===== config.mk =====
export PLATFORM = sky130hd
export DESIGN_NAME = zbfs_front_flat
export DESIGN_NICKNAME = d
export VERILOG_FILES = /design/src/rtl/zbfs_pkg.sv /design/src/rtl/zbfs_ifs.sv /design/src/rtl/zbfs_front.sv /design/src/flat_wrapper.sv
export SDC_FILE = /design/constraint.sdc
export NUM_CORES = 1
export LEC_CHECK = 0
export BUFFER_PORTS_ARGS = -buffer_cell sky130_fd_sc_hd__buf_2
export CAP_MARGIN = 20
export CORE_AREA = 3 3 75 77
export DETAILED_ROUTE_END_ITERATION = 7
export DIE_AREA = 0 0 78 80
export PLACE_DENSITY = 0.71
export SLEW_MARGIN = 5
export SYNTH_ARGS = -nofsm -noshare
export SYNTH_HDL_FRONTEND = slang
export SYNTH_SLANG_ARGS = --single-unit

===== constraint.sdc =====
create_clock -name vclk -period 2.1
set_input_delay 0.105 -clock vclk [all_inputs]
set_output_delay 0.105 -clock vclk [all_outputs]
set_load 0.005 [all_outputs]

===== src/rtl/zbfs_pkg.sv =====
// shared constants, types and codes of the z-buffer forward-warp splat store
`timescale 1ns / 1ps
`default_nettype none

package zbfs_pkg;

    // store geometry and source coordinate format
    localparam int MAX_COLS        = 512;
    localparam int MAX_ROWS        = 512;
    localparam int COORD_FRAC_BITS = 4;

    localparam int STORE_SIZE = MAX_COLS * MAX_ROWS;
    localparam int COL_BITS   = $clog2(MAX_COLS);
    localparam int ROW_BITS   = $clog2(MAX_ROWS);
    localparam int ADDR_BITS  = $clog2(STORE_SIZE);

    // field widths
    localparam int OPCODE_W   = 2;
    localparam int TARGET_W   = 12;
    localparam int SRC_W      = 16;
    localparam int DEPTH_W    = 24;
    localparam int STATUS_W   = 3;
    localparam int SIZE_W     = 10;
    localparam int TOL_W      = 16;
    localparam int CFG_IDX_W  = 2;
    localparam int CFG_DATA_W = 16;
    localparam int LIM_W      = 13;

    localparam int FIFO_DEPTH    = 4;
    localparam int FIFO_PTR_BITS = $clog2(FIFO_DEPTH);

    localparam logic signed [SRC_W:0] COORD_ONE = (SRC_W + 1)'(1 << COORD_FRAC_BITS);

    // opcodes
    localparam logic [OPCODE_W-1:0] OP_SPLAT = 2'd0;
    localparam logic [OPCODE_W-1:0] OP_READ  = 2'd1;
    localparam logic [OPCODE_W-1:0] OP_CLEAR = 2'd2;
    localparam logic [OPCODE_W-1:0] OP_NONE  = 2'd3;

    // result status codes
    localparam logic [STATUS_W-1:0] ST_STORED   = 3'd0;
    localparam logic [STATUS_W-1:0] ST_MERGED   = 3'd1;
    localparam logic [STATUS_W-1:0] ST_OCCLUDED = 3'd2;
    localparam logic [STATUS_W-1:0] ST_OOB      = 3'd3;
    localparam logic [STATUS_W-1:0] ST_READ     = 3'd4;
    localparam logic [STATUS_W-1:0] ST_CLEARED  = 3'd5;

    // configuration register indexes
    localparam logic [CFG_IDX_W-1:0] CFG_FRAME_WIDTH  = 2'd0;
    localparam logic [CFG_IDX_W-1:0] CFG_FRAME_HEIGHT = 2'd1;
    localparam logic [CFG_IDX_W-1:0] CFG_DEPTH_TOL    = 2'd2;

    typedef struct packed {
        logic [SIZE_W-1:0] frame_width;
        logic [SIZE_W-1:0] frame_height;
        logic [TOL_W-1:0]  depth_tolerance;
    } t_cfg;

    typedef enum logic [1:0] {
        CMD_SPLAT,
        CMD_READ,
        CMD_OOB,
        CMD_CLEAR
    } t_cmd_kind;

    typedef struct packed {
        t_cmd_kind                kind;
        logic [ADDR_BITS-1:0]     addr;
        logic signed [SRC_W-1:0]  src_col;
        logic signed [SRC_W-1:0]  src_row;
        logic [DEPTH_W-1:0]       inv_depth;
    } t_cmd;

    typedef struct packed {
        logic                     valid;
        logic signed [SRC_W-1:0]  col;
        logic signed [SRC_W-1:0]  row;
        logic [DEPTH_W-1:0]       depth;
    } t_entry;

    typedef struct packed {
        logic [STATUS_W-1:0]      status;
        logic                     entry_valid;
        logic signed [SRC_W-1:0]  entry_col;
        logic signed [SRC_W-1:0]  entry_row;
        logic [DEPTH_W-1:0]       entry_depth;
    } t_result;

    typedef enum logic [1:0] {
        BK_SWEEP,
        BK_IDLE,
        BK_EXEC
    } t_back_state;

endpackage

`default_nettype wire


===== src/rtl/zbfs_ifs.sv =====
// valid/ready channel interfaces of the splat store: item input, result output, config write
`timescale 1ns / 1ps
`default_nettype none

interface zbfs_in_if import zbfs_pkg::*; ();
    logic                    valid;
    logic                    ready;
    logic [OPCODE_W-1:0]     opcode;
    logic signed [TARGET_W-1:0] target_col;
    logic signed [TARGET_W-1:0] target_row;
    logic signed [SRC_W-1:0] source_col;
    logic signed [SRC_W-1:0] source_row;
    logic [DEPTH_W-1:0]      inv_depth;

    modport source (output valid, opcode, target_col, target_row, source_col, source_row,
                    inv_depth, input ready);
    modport sink   (input valid, opcode, target_col, target_row, source_col, source_row,
                    inv_depth, output ready);
endinterface


`default_nettype wire


===== src/rtl/zbfs_front.sv =====
// front end: accepts item beats, bounds-checks the target and builds store commands
`timescale 1ns / 1ps
`default_nettype none

module zbfs_front import zbfs_pkg::*; (
    zbfs_in_if.sink  i_in,
    input  t_cfg     i_cfg_regs,
    input  logic     i_q_full,
    output logic     o_q_push,
    output t_cmd     o_q_data
);

    logic [LIM_W-1:0]    w_lim;
    logic [LIM_W-1:0]    h_lim;
    logic                oob;
    logic [COL_BITS-1:0] col;
    logic [ROW_BITS-1:0] row;

    assign i_in.ready = !i_q_full;

    // active size limited to the store size
    assign w_lim = (LIM_W'(i_cfg_regs.frame_width) < LIM_W'(MAX_COLS))
                   ? LIM_W'(i_cfg_regs.frame_width) : LIM_W'(MAX_COLS);
    assign h_lim = (LIM_W'(i_cfg_regs.frame_height) < LIM_W'(MAX_ROWS))
                   ? LIM_W'(i_cfg_regs.frame_height) : LIM_W'(MAX_ROWS);

    assign oob = i_in.target_col[TARGET_W-1] || i_in.target_row[TARGET_W-1]
              || (LIM_W'(i_in.target_col[TARGET_W-2:0]) >= w_lim)
              || (LIM_W'(i_in.target_row[TARGET_W-2:0]) >= h_lim);

    assign col = i_in.target_col[COL_BITS-1:0];
    assign row = i_in.target_row[ROW_BITS-1:0];

    always_comb begin
        o_q_data.addr      = ADDR_BITS'(ADDR_BITS'(row) * ADDR_BITS'(MAX_COLS))
                           + ADDR_BITS'(col);
        o_q_data.src_col   = i_in.source_col;
        o_q_data.src_row   = i_in.source_row;
        o_q_data.inv_depth = i_in.inv_depth;
        if (i_in.opcode == OP_CLEAR) begin
            o_q_data.kind = CMD_CLEAR;
        end else if (oob) begin
            o_q_data.kind = CMD_OOB;
        end else if (i_in.opcode == OP_READ) begin
            o_q_data.kind = CMD_READ;
        end else begin
            o_q_data.kind = CMD_SPLAT;
        end
    end

    // unused opcode is taken and dropped
    assign o_q_push = i_in.valid && !i_q_full && (i_in.opcode != OP_NONE);

endmodule

`default_nettype wire


===== src/flat_wrapper.sv =====
// flat-port wrapper written by rule: the top's interface ports become plain ports
module zbfs_front_flat import zbfs_pkg::*;
  (i_cfg_regs, i_q_full, o_q_push, o_q_data, i_in_valid, i_in_opcode, i_in_target_col, i_in_target_row, i_in_source_col, i_in_source_row, i_in_inv_depth, i_in_ready);
  zbfs_in_if i_in_i ();
  input  t_cfg i_cfg_regs;
  input  logic i_q_full;
  output logic o_q_push;
  output t_cmd o_q_data;
  input wire logic [$bits(i_in_i.valid)-1:0] i_in_valid;
  input wire logic [$bits(i_in_i.opcode)-1:0] i_in_opcode;
  input wire logic [$bits(i_in_i.target_col)-1:0] i_in_target_col;
  input wire logic [$bits(i_in_i.target_row)-1:0] i_in_target_row;
  input wire logic [$bits(i_in_i.source_col)-1:0] i_in_source_col;
  input wire logic [$bits(i_in_i.source_row)-1:0] i_in_source_row;
  input wire logic [$bits(i_in_i.inv_depth)-1:0] i_in_inv_depth;
  output wire logic [$bits(i_in_i.ready)-1:0] i_in_ready;
  assign i_in_i.valid = i_in_valid;
  assign i_in_i.opcode = i_in_opcode;
  assign i_in_i.target_col = i_in_target_col;
  assign i_in_i.target_row = i_in_target_row;
  assign i_in_i.source_col = i_in_source_col;
  assign i_in_i.source_row = i_in_source_row;
  assign i_in_i.inv_depth = i_in_inv_depth;
  assign i_in_ready = i_in_i.ready;
  zbfs_front u_core (.i_in(i_in_i), .i_cfg_regs(i_cfg_regs), .i_q_full(i_q_full), .o_q_push(o_q_push), .o_q_data(o_q_data));
endmodule

==> results.txt <==
Most used cell, CP: buf_2
Synth Warn #: 0
Largest net degree at the start of global routing: 10
Post-Syn Instances: 159
Fin. Hold Viols: 0
CP top delay family: buffers and inverters
Max Transition Viols Final: 0
RSZ-0062 raised after global routing: no
Synth Area per Inst: 7.22 µm²
Status: completed
Worst Setup EP: o_q_data[75]
Most instantiated cells after synthesis: buf_4 (74), ha_1 (20), nand2_1 (18)
Final ANT Viol Nets: 0
Initial antenna violation count: 0
Total track usage: 0.0696
CP required: 2000 ps
Via density: 3.98
First-pass GRT wire length: 3.63 mm
Type of the worst setup path: in -> out
Initial drt markers: 10
Post-synthesis sequential area ratio: 0
Routed vias: 903
Die W: 78 µm
Crit path from: i_cfg_regs[35]
Core Box Area: 5070 µm²
Flip-flop and latch count: 0
Critical Path Slowest Stage Cell: or3_1
Final Hold Slack: 210 ps
CP Launch Type: input pin
Die height: 80 µm
CP Depth: 10
Critical path data arrival time: 1820 ps
PnR worst setup slack: 174 ps
Reg area: 0 µm²
Most common cell in the netlist: buf_4
Syn_nets: 299
Fin crit period: 1930 ps
I/O pins: 198
DIE AREA: 6240 µm²
Starting Density: 0.226
DR pass1 iterations: 2
Final Wtd Congestion: 0.690
Layout cells sized above 1: 0.478
Hold Path Class: in -> out
Slew Limit Headroom: 0.804
Layout area overhead: -8.93%
Resized Gates After CTS: 0
Antenna cells: 0
HPWL Detailed: 2.27 mm
Crit path largest cell delay: 430 ps
Worst-path cell chain: buf_2 -> clkinv_1 -> buf_4 -> nand2_1 -> ha_1 -> a21oi_1 -> o2111ai_1 -> or3_1 -> a21o_1 -> buf_2
Detailed Route WL: 2.41 mm
Synth area leaders: buf_4 (48%), ha_1 (22%), nand2_1 (5.9%)
Slew @ Worst Pin: 294 ps
Worst IR Drop VDD: 0.0000344 V
Critical Path Sink Type: output port
Share of the synthesized area in the top cell type: 0.484
Num rows: 26
Hold Buf Count CTS: 0
Critical path buffers and inverters: 4
Setup bufs post-CTS: 0
Vias in the first global route: 822
Grt ovf: 0
Post-place setup slack: 117 ps
CLK BUF: 0
WL/cell: 10.6 µm
Final period utilization: 0.917
Port-buffer cells: 70
Area leader, netlist: buf_4
Setup_tns: 0 ps
DRC errors left: 0
Synthesized area: 1150 µm²
Nets@finish: 299
Leak: 0.567 nW
Max Freq: 519 MHz
Unique cell type count in the Yosys netlist: 24
PD cells: 166 nW/µm²
Max FO, Critical Path: 5
Max-Cap Viols: 0
Setup-failing EPs final: 0
cell type report:
type	count	area [µm²]
multi-input combinational	78	567
fill	609	4030
inverter	7	26.3
tap	70	87.6
timing repair buffer	72	365
worst min path at each step:
stage / to / cells past startpoint / from
2_1_floorplan: i_in_ready / 1 / i_q_full
3_3_place_gp: o_q_data[14] / 0 / i_in_inv_depth[14]
3_5_place_dp: o_q_data[14] / 0 / i_in_inv_depth[14]
5_1_grt: o_q_data[33] / 0 / i_in_source_row[9]
6_report: o_q_data[20] / 0 / i_in_inv_depth[20]
4_1_cts: o_q_data[14] / 0 / i_in_inv_depth[14]
power breakdown:
part | switching, mW | internal [mW]
sequential | 0 | 0
combinational | 0.0833 | 0.0908
clock | 0 | 0
layer usage:
layer	track usage	vias up	part of all wire	wire, µm
met4	0.0297	0	0.040	96
li1	-	456	-	-
met1	0.0740	383	0.36	860
met2	0.128	46	0.47	1140
met5	0	-	0	0
met3	0.0192	18	0.13	307
cell families (layout without fill, tap and decap cells):
family,after synthesis,in the layout,share of synthesized area
AO/OA/AOI/OAI,17,17,0.0937
adder cells (fa/ha/maj),20,20,0.218
buffers and inverters,81,79,0.507
AND/OR/NAND/NOR,41,41,0.182
layout by cell type (no fill, tap or decap):
cell       Yosys  final
a211o_1        1      1
a211oi_1       1      1
a21o_1         2      2
a21oi_1        6      6
a31o_2         1      1
a41oi_1        1      1
and3_1         1      1
and3_2         1      1
buf_2          0     70
buf_4         74      2
clkinv_1       2      2
ha_1          20     20
inv_1          5      5
nand2_1       18     18
nand2b_1       1      1
nand3_1        8      8
nand3b_1       1      1
nand4_1        1      1
nor2_1         4      4
nor2b_1        4      4
nor4_4         1      1
o2111ai_1      1      1
o21ai_0        3      3
o21ai_1        1      1
or3_1          1      1
per-stage QoR:
stage	utilization	std cells	power [mW]	instance area (µm²)
after floorplan	-	159	0.195	1150
after global placement	0.206	227	0.173	1050
after detailed placement	0.206	227	0.178	1050
after CTS	0.206	227	0.179	1050
after global routing	0.206	227	0.204	1050
final	0.206	227	0.174	1050
Note: power is estimated with default switching activity, not from simulation.
