===== src/rtl/zbfs_pkg.sv =====
// shared constants, types and codes of the z-buffer forward-warp splat store
`timescale 1ns / 1ps
`default_nettype none

package zbfs_pkg;

    // store geometry and source coordinate format
    localparam int MAX_COLS        = 512;
    localparam int MAX_ROWS        = 512;
    localparam int COORD_FRAC_BITS = 4;

    localparam int STORE_SIZE = MAX_COLS * MAX_ROWS;
    localparam int COL_BITS   = $clog2(MAX_COLS);
    localparam int ROW_BITS   = $clog2(MAX_ROWS);
    localparam int ADDR_BITS  = $clog2(STORE_SIZE);

    // field widths
    localparam int OPCODE_W   = 2;
    localparam int TARGET_W   = 12;
    localparam int SRC_W      = 16;
    localparam int DEPTH_W    = 24;
    localparam int STATUS_W   = 3;
    localparam int SIZE_W     = 10;
    localparam int TOL_W      = 16;
    localparam int CFG_IDX_W  = 2;
    localparam int CFG_DATA_W = 16;
    localparam int LIM_W      = 13;

    localparam int FIFO_DEPTH    = 4;
    localparam int FIFO_PTR_BITS = $clog2(FIFO_DEPTH);

    localparam logic signed [SRC_W:0] COORD_ONE = (SRC_W + 1)'(1 << COORD_FRAC_BITS);

    // opcodes
    localparam logic [OPCODE_W-1:0] OP_SPLAT = 2'd0;
    localparam logic [OPCODE_W-1:0] OP_READ  = 2'd1;
    localparam logic [OPCODE_W-1:0] OP_CLEAR = 2'd2;
    localparam logic [OPCODE_W-1:0] OP_NONE  = 2'd3;

    // result status codes
    localparam logic [STATUS_W-1:0] ST_STORED   = 3'd0;
    localparam logic [STATUS_W-1:0] ST_MERGED   = 3'd1;
    localparam logic [STATUS_W-1:0] ST_OCCLUDED = 3'd2;
    localparam logic [STATUS_W-1:0] ST_OOB      = 3'd3;
    localparam logic [STATUS_W-1:0] ST_READ     = 3'd4;
    localparam logic [STATUS_W-1:0] ST_CLEARED  = 3'd5;

    // configuration register indexes
    localparam logic [CFG_IDX_W-1:0] CFG_FRAME_WIDTH  = 2'd0;
    localparam logic [CFG_IDX_W-1:0] CFG_FRAME_HEIGHT = 2'd1;
    localparam logic [CFG_IDX_W-1:0] CFG_DEPTH_TOL    = 2'd2;

    typedef struct packed {
        logic [SIZE_W-1:0] frame_width;
        logic [SIZE_W-1:0] frame_height;
        logic [TOL_W-1:0]  depth_tolerance;
    } t_cfg;

    typedef enum logic [1:0] {
        CMD_SPLAT,
        CMD_READ,
        CMD_OOB,
        CMD_CLEAR
    } t_cmd_kind;

    typedef struct packed {
        t_cmd_kind                kind;
        logic [ADDR_BITS-1:0]     addr;
        logic signed [SRC_W-1:0]  src_col;
        logic signed [SRC_W-1:0]  src_row;
        logic [DEPTH_W-1:0]       inv_depth;
    } t_cmd;

    typedef struct packed {
        logic                     valid;
        logic signed [SRC_W-1:0]  col;
        logic signed [SRC_W-1:0]  row;
        logic [DEPTH_W-1:0]       depth;
    } t_entry;

    typedef struct packed {
        logic [STATUS_W-1:0]      status;
        logic                     entry_valid;
        logic signed [SRC_W-1:0]  entry_col;
        logic signed [SRC_W-1:0]  entry_row;
        logic [DEPTH_W-1:0]       entry_depth;
    } t_result;

    typedef enum logic [1:0] {
        BK_SWEEP,
        BK_IDLE,
        BK_EXEC
    } t_back_state;

endpackage

`default_nettype wire


===== src/rtl/zbfs_fifo.sv =====
// short command queue between the front end and the store engine
`timescale 1ns / 1ps
`default_nettype none

module zbfs_fifo import zbfs_pkg::*; (
    input  logic i_clk,
    input  logic i_rst_n,
    input  logic i_push,
    input  t_cmd i_push_data,
    output logic o_full,
    input  logic i_pop,
    output logic o_head_valid,
    output t_cmd o_head
);

    t_cmd                   r_buf [FIFO_DEPTH];
    logic [FIFO_PTR_BITS-1:0] r_wr_ptr;
    logic [FIFO_PTR_BITS-1:0] r_rd_ptr;
    logic [FIFO_PTR_BITS:0]   r_count;

    assign o_full       = (r_count == (FIFO_PTR_BITS + 1)'(FIFO_DEPTH));
    assign o_head_valid = (r_count != '0);
    assign o_head       = r_buf[r_rd_ptr];

    always_ff @(posedge i_clk) begin
        if (!i_rst_n) begin
            r_wr_ptr <= '0;
            r_rd_ptr <= '0;
            r_count  <= '0;
        end else begin
            if (i_push) begin
                r_wr_ptr <= FIFO_PTR_BITS'(r_wr_ptr + 1'b1);
            end
            if (i_pop) begin
                r_rd_ptr <= FIFO_PTR_BITS'(r_rd_ptr + 1'b1);
            end
            if (i_push && !i_pop) begin
                r_count <= r_count + 1'b1;
            end else if (!i_push && i_pop) begin
                r_count <= r_count - 1'b1;
            end
        end
    end

    always_ff @(posedge i_clk) begin
        if (i_push) begin
            r_buf[r_wr_ptr] <= i_push_data;
        end
    end

endmodule

`default_nettype wire


===== config.mk =====
export PLATFORM = sky130hd
export DESIGN_NAME = zbfs_fifo
export DESIGN_NICKNAME = d
export VERILOG_FILES = /design/src/rtl/zbfs_pkg.sv /design/src/rtl/zbfs_fifo.sv
export SDC_FILE = /design/constraint.sdc
export NUM_CORES = 1
export LEC_CHECK = 0
export BUFFER_PORTS_ARGS = -buffer_cell sky130_fd_sc_hd__buf_4
export CORE_ASPECT_RATIO = 1.2
export CORE_MARGIN = 4
export CORE_UTILIZATION = 56
export DETAILED_ROUTE_END_ITERATION = 8
export GPL_TIMING_DRIVEN = 0
export PLACE_DENSITY = 0.78
export SKIP_LAST_GASP = 1
export SYNTH_ARGS = -nofsm -noshare
export SYNTH_HDL_FRONTEND = slang
export SYNTH_SLANG_ARGS = --single-unit

===== constraint.sdc =====
create_clock -name i_clk -period 3.35 [get_ports i_clk]
set_input_delay 0.5025 -clock i_clk [delete_from_list [all_inputs] [get_ports i_clk]]
set_output_delay 0.5025 -clock i_clk [all_outputs]
set_load 0.02 [all_outputs]

==> results of run 1 <==
## worst reg2reg max path, delay by kind of cell, from the launching register on
family	cells	cell delay (ns)
AND/OR/NAND/NOR	1	0.51
adder cells (fa/ha/maj)	1	0.16
buffers and inverters	2	0.41
flip-flops	1	0.36
## synthesized netlist by cell type
cell        n
edfxtp_1  304
mux4_2     76
and2_1      9
dfxtp_1     9
buf_12      5
buf_2       5
ha_1        5
inv_1       4
buf_1       3
buf_4       3
xor2_1      3
mux2i_1     2
nor2b_1     2
or3_1       2
xnor2_1     2
a21boi_0    1
buf_6       1
fa_1        1
nand2_1     1
nor3b_1     1
o21ai_0     1
## where the power goes
| part | internal (uW) | switching [uW] |
|---|---|---|
| Sequential | 4500 | 48.7 |
| Combinational | 519 | 567 |
| Clock | 1990 | 1330 |
## sequential cells by signal, indices dropped and copies added (netlist names), named ones only
name	cells
r_wr_ptr	2
r_buf	304
r_rd_ptr	2
r_count	3
## worst paths after layout
| kind | endpoint | from | cells past startpoint | slack [ns] |
|---|---|---|---|---|
| setup / recovery | o_head[33] | flip-flop | 4 | 0.74 |
| hold / removal | r_buf[0][59] | i_push_data[59] | 1 | 0.17 |
| setup reg to reg | r_buf[2][37] | r_wr_ptr[0] | 4 | 1.55 |
| hold reg to reg | r_count[2] | r_count[2] | 2 | 0.57 |
## through the flow
stage	util	setup TNS [ns]
after floorplan	-	0
after global placement	0.642	-235.64
after detailed placement	0.648	0
after CTS	0.697	0
after global routing	0.697	0
final	0.697	0
## cells by family after synthesis
logic type,share of synthesized area
and+or+nand+nor,0.00808
adders and majority gates,0.00721
AOI/OAI and AO/OA,0.00109
xor gates and xnor gates,0.00382
buffers and inverters,0.0162
muxes,0.151
DFF,0.812
## routing by layer
metal	routed length (um)	share of wire	vias to the layer above	track usage
met4	558	0.028	0	0.0548
met5	0	0	-	0
met3	1330	0.066	43	0.0452
li1	-	-	2263	-
met2	10600	0.53	172	0.304
met1	7550	0.38	2677	0.225
## cell type report
type	count	share of cell area
Sequential cell	313	0.661
Multi-Input combinational cell	106	0.140
Timing Repair Buffer	161	0.0916
Clock buffer	37	0.0567
Clock inverter	17	0.0135
Buffer	17	0.0121
Inverter	4	0.00107
Tap cell	265	0.0236
==> metrics.txt, run 1 <==
Max Root-Sink Buffers 3; WL/cell 21.8 um; Seq/Total Area, Yosys 0.812; syn nets 526; area of the core slightly above 20000 um^2; CTS tree yes; Syn Area/Cell 26.0 um^2; vias in the first global route between 5000 and 6000; Hold Crit Class primary input to flip-flop; FF+latch area roughly 9300 um^2; initial antenna violation count 0; Overall Power 8950 uW; Layout Nets roughly 720; Vias/cell between 5 and 6; Cells after Synth 440; Largest stage delay, worst path ~0.4 ns; most common cell after layout, fill and taps aside edfxtp_1; Worst-Margin Slew 0.619 ns; H-tree depth 1; root buf cell clkbuf_16; Finished Layout Cells 920; Design Area, Final 14100 um^2; CP startpoint kind flip-flop; Initial Utilization 0.568; Crit path max-delay family buffers and inverters; Crit Path Class flip-flop to output port; VDD IR max 0.000551 V; RSZ-0062 raised after global routing no; CP required approximately 2.9 ns; maxcap violations 0; clk sinks 313; worst path cell trace buf_2, buf_2, mux4_2, buf_4; Slew Limit Fails 0; hold_buf cts 0; Area Overhead vs Synth 22.9%; Routed WL approximately 20000 um; Clock Latency Late Sink between 0.5 and 0.6 ns; most frequent cells in the layout edfxtp_1, buf_4, mux4_2, clkbuf_16, dfxtp_1; Synth warnings 0; first-pass GRT wire length 31400 um; Layout fillers between 1000 and 1500; Die Y 165 um; status completed; placed instance area between 10000 and 15000 um^2; kind of end point of the critical path output port; CP max FO 10; Static Leak 0.00480 uW; post-route ant nets 0; drt pass-1 iters 4; f_max between 300 and 400 MHz; DR vias 5155; dpl hpwl 12700 um; clk slew on worst S/H paths 0.06 ns; DR DRC count 0; Mapped Area between 10000 and 15000 um^2; largest net degree at the start of global routing 43; layout cells sized above 1 0.458; Slowest-stage cell, CP dfxtp_1; Tcrit/Tclk final 0.781; I/O Buffers between 150 and 200; num rows 57; CP bufs+invs 3; die area around 23000 um^2; top cell type's share of synthesized area 0.797; cts bufs inserted 30; setup ws final about 0.74 ns; minimum clock period between 2 and 3 ns; io pins 158; FF+latch count, synth 313; global route overflow 0; Finish-stage setup viols 0; final hold slack 0.166 ns; leading area contributor after synthesis edfxtp_1; Pwr Density 636 nW/um^2; most used cell, CP buf_2; number of setup buffers added after CTS 0; number of diodes 0; initial DRC count approximately 330; Worst Skew just under 0.01 ns; dpl cells 866; Unique masters post-synth 21; Place WS ~1.2 ns; Crit path arrival time approximately 2.1 ns; CTS resizes 0; endpoints failing hold 0; Max-slew headroom 0.587; routability congestion estimate 0.728; die width around 140 um; multi-input logic area 1970 um^2; dominant cells by area after synthesis edfxtp_1, mux4_2, dfxtp_1; GRT Total Usage 0.177
Note: power is estimated with default switching activity, not from simulation.
==> run 2, diff against run 1 <==
--- a/config.mk
+++ b/config.mk
@@ -5,6 +5,7 @@
 export SDC_FILE = /design/constraint.sdc
 export NUM_CORES = 1
 export LEC_CHECK = 0
+export ABC_AREA = 1
 export BUFFER_PORTS_ARGS = -buffer_cell sky130_fd_sc_hd__buf_4
 export CORE_ASPECT_RATIO = 1.2
 export CORE_MARGIN = 4
==> constraint.sdc (replaced) <==
create_clock -name i_clk -period 2.65 [get_ports i_clk]
set_input_delay 0.3975 -clock i_clk [delete_from_list [all_inputs] [get_ports i_clk]]
set_output_delay 0.3975 -clock i_clk [all_outputs]
set_load 0.02 [all_outputs]
==> run 2 against run 1 <==
Compared with the run above: synthesized cell count is 80% higher; sequential cell count unchanged; register-to-register slack worse by 0.67 ns; clock-buffer cell count shrank 5; final cell count increased by 39%; die area rose by 3.2%; area after synthesis rose by 3.4%; clock skew down 0.0037 ns; sequential power increased by 26%; critical path type unchanged.
==> metrics.txt, run 2 <==
Vias/cell 5.66 (was 5.60); Initial Utilization 0.567 (was 0.568); vias in the first global route 7284 (was 5632); top-count cell post-synth edfxtp_1 (unchanged); Unique masters post-synth 26 (was 21); Static Leak 0.00514 uW (was 0.00480 uW); number of diodes 0 (unchanged); hold_buf cts 0 (unchanged); leading area contributor after synthesis edfxtp_1 (unchanged); CTS resizes 0 (unchanged); DR DRC count 0 (unchanged); Clock Latency Late Sink 0.52 ns (was 0.53 ns); H-tree depth 1 (unchanged); layout cells sized above 1 0.267 (was 0.458); cts bufs inserted 29 (was 30); Area Overhead vs Synth 22.2% (was 22.9%); most common cell after layout, fill and taps aside edfxtp_1 (unchanged); Slew Limit Fails 0 (unchanged); GRT Total Usage 0.216 (was 0.177); Finish-stage setup viols 0 (unchanged); Worst-Margin Slew 0.601 ns (was 0.619 ns); CP startpoint kind flip-flop (unchanged); area of the core 20900 um^2 (was 20200 um^2); number of setup buffers added after CTS 0 (unchanged); Die Y 167 um (was 165 um); drt pass-1 iters 6 (was 4); DR vias 7223 (was 5155); Cells after Synth 794 (was 440); Mapped Area 11800 um^2 (was 11500 um^2); CTS tree yes (unchanged); status completed (unchanged); f_max between 300 and 400 MHz; WL/cell 20.2 um (was 21.8 um); routability congestion estimate 0.752 (was 0.728); RSZ-0062 raised after global routing no (unchanged); Layout Nets 1072 (was 719); initial antenna violation count 0 (unchanged); Seq/Total Area, Yosys 0.786 (was 0.812); die width 141 um (was 139 um); final hold slack 0.0684 ns (was 0.166 ns); io pins 158 (unchanged); endpoints failing hold 0 (unchanged); clk slew on worst S/H paths 0.06 ns (about the same); dpl hpwl 15600 um (was 12700 um); Crit path arrival time 2.14 ns (was 2.11 ns); dominant cells by area after synthesis edfxtp_1, o21ai_0, nor2_1 (was edfxtp_1, mux4_2, dfxtp_1); met2 wire len 13500 um (was 10600 um); VDD IR max 0.000683 V (was 0.000551 V); first-pass GRT wire length 39200 um (was 31400 um); CP max FO 10 (unchanged); root buf cell clkbuf_16 (unchanged); syn nets 880 (was 526); routed wl met3 2240 um (was 1330 um); top_reg_cell synth edfxtp_1 (unchanged); top sig layer met4 (unchanged); Max-slew headroom 0.599 (was 0.587); Worst Skew 0.00610 ns (was 0.00979 ns); die area 23500 um^2 (was 22800 um^2); I/O Buffers 157 (unchanged); most frequent cells in the layout edfxtp_1, buf_4, o21ai_0, nor2_1, o22ai_1 (was edfxtp_1, buf_4, mux4_2, clkbuf_16, dfxtp_1); Pwr Density 781 nW/um^2 (was 636 nW/um^2); Tcrit/Tclk final 0.958; Hold Crit Class primary input to flip-flop (unchanged); initial DRC count 500 (was 332); setup ws final 0.111 ns (was 0.735 ns); Syn Area/Cell 14.9 um^2 (was 26.0 um^2); num rows 58 (was 57); CP required 2.25 ns (was 2.85 ns); global route overflow 0 (unchanged); Max Root-Sink Buffers 3 (unchanged); Crit Path Class flip-flop to output port (unchanged); max reg flops 304 (unchanged); top cell type's share of synthesized area 0.771 (was 0.797); Synth warnings 0 (unchanged); largest register by flop count r_buf (unchanged); FF+latch count, synth 313 (unchanged); Synth async-reset ratio 0 (unchanged); clk sinks 313 (unchanged); kind of end point of the critical path output port (unchanged); largest net degree at the start of global routing 45 (was 43); Synth top cells by count edfxtp_1, o21ai_0, nor2_1 (was edfxtp_1, mux4_2, and2_1, dfxtp_1); Routed WL 25900 um (was 20100 um); minimum clock period ~2.5 ns; Place WS 0.682 ns (was 1.23 ns); post-route ant nets 0 (unchanged); largest registers r_buf: 304 flops, r_count: 3 flops (unchanged); number of flops mapped to enable cells by yosys 304 (unchanged); met1 WL 9550 um (was 7550 um); maxcap violations 0 (unchanged)
==> run 2: cell types whose count changed after synthesis, sizes merged, moves of 4 or more <==
cell	previous run	this run
nor2	0	158
o21ai	1	158
mux4	76	0
o22ai	0	76
clkbuf	0	21
inv	4	17
buf	17	28
and2	9	0
nand2	1	10
a21oi	0	4
==> run 2: worst max-delay path, stage by stage (launching register included) <==
cell	delay (ns)
dfxtp_1	0.30
buf_6	0.16
inv_8	0.11
clkbuf_1	0.44
o21ai_0	0.17
o22ai_1	0.23
buf_4	0.20
==> run 2: area by class of cell <==
cell class	instances	area, um^2
Sequential cell	313	9310
Fill cell	1388	6420
Multi-Input combinational cell	415	2090
Timing Repair Buffer	161	1290
Clock buffer	32	737
Buffer	49	374
Tap cell	270	338
Clock inverter	20	260
Inverter	17	81.3
==> run 2: cells by family (layout without fill, tap and decap cells) <==
| kind of cell | after synthesis | count (layout) | share of synthesized area |
|---|---|---|---|
| AND/OR/NAND/NOR | 171 | 171 | 0.0580 |
| AO/OA/AOI/OAI | 238 | 238 | 0.111 |
| buffers and inverters | 66 | 279 | 0.0376 |
| flip-flops | 313 | 313 | 0.786 |
| adder cells (fa/ha/maj) | 6 | 6 | 0.00697 |
==> run 2: where the power goes <==
group | switching, uW | internal (uW) | leakage (uW)
clock | 1670 | 2590 | 0.000480
sequential | 50.3 | 5650 | 0.00287
combinational | 843 | 504 | 0.00180
==> run 2: worst paths after layout <==
kind	startpoint	end	slack, ns	depth (start not counted)
max	flip-flop	o_head[24]	0.11	6
min	i_push_data[30]	r_buf[3][30]	0.07	1
max reg2reg	r_wr_ptr[0]	r_buf[0][33]	0.88	5
min reg2reg	r_rd_ptr[1]	r_rd_ptr[1]	0.47	1
==> run 2: layer usage <==
metal / track usage / vias up
met3: 0.0454 / 43
met5: 0 / -
met2: 0.379 / 309
met1: 0.270 / 3504
met4: 0.0653 / 0
li1: - / 3367
==> run 2: through the flow <==
step / cells / utilization / power, uW / TNS [ns] / instance area (um^2)
final: 1277 / 0.693 / 11300 / 0 / 14500
after floorplan: 794 / - / 6520 / 0 / 11800
after CTS: 1277 / 0.693 / 11400 / 0 / 14500
after global routing: 1277 / 0.693 / 11700 / 0 / 14500
after detailed placement: 1225 / 0.645 / 7160 / 0 / 13500
after global placement: 1221 / 0.639 / 7130 / -284.83 / 13400
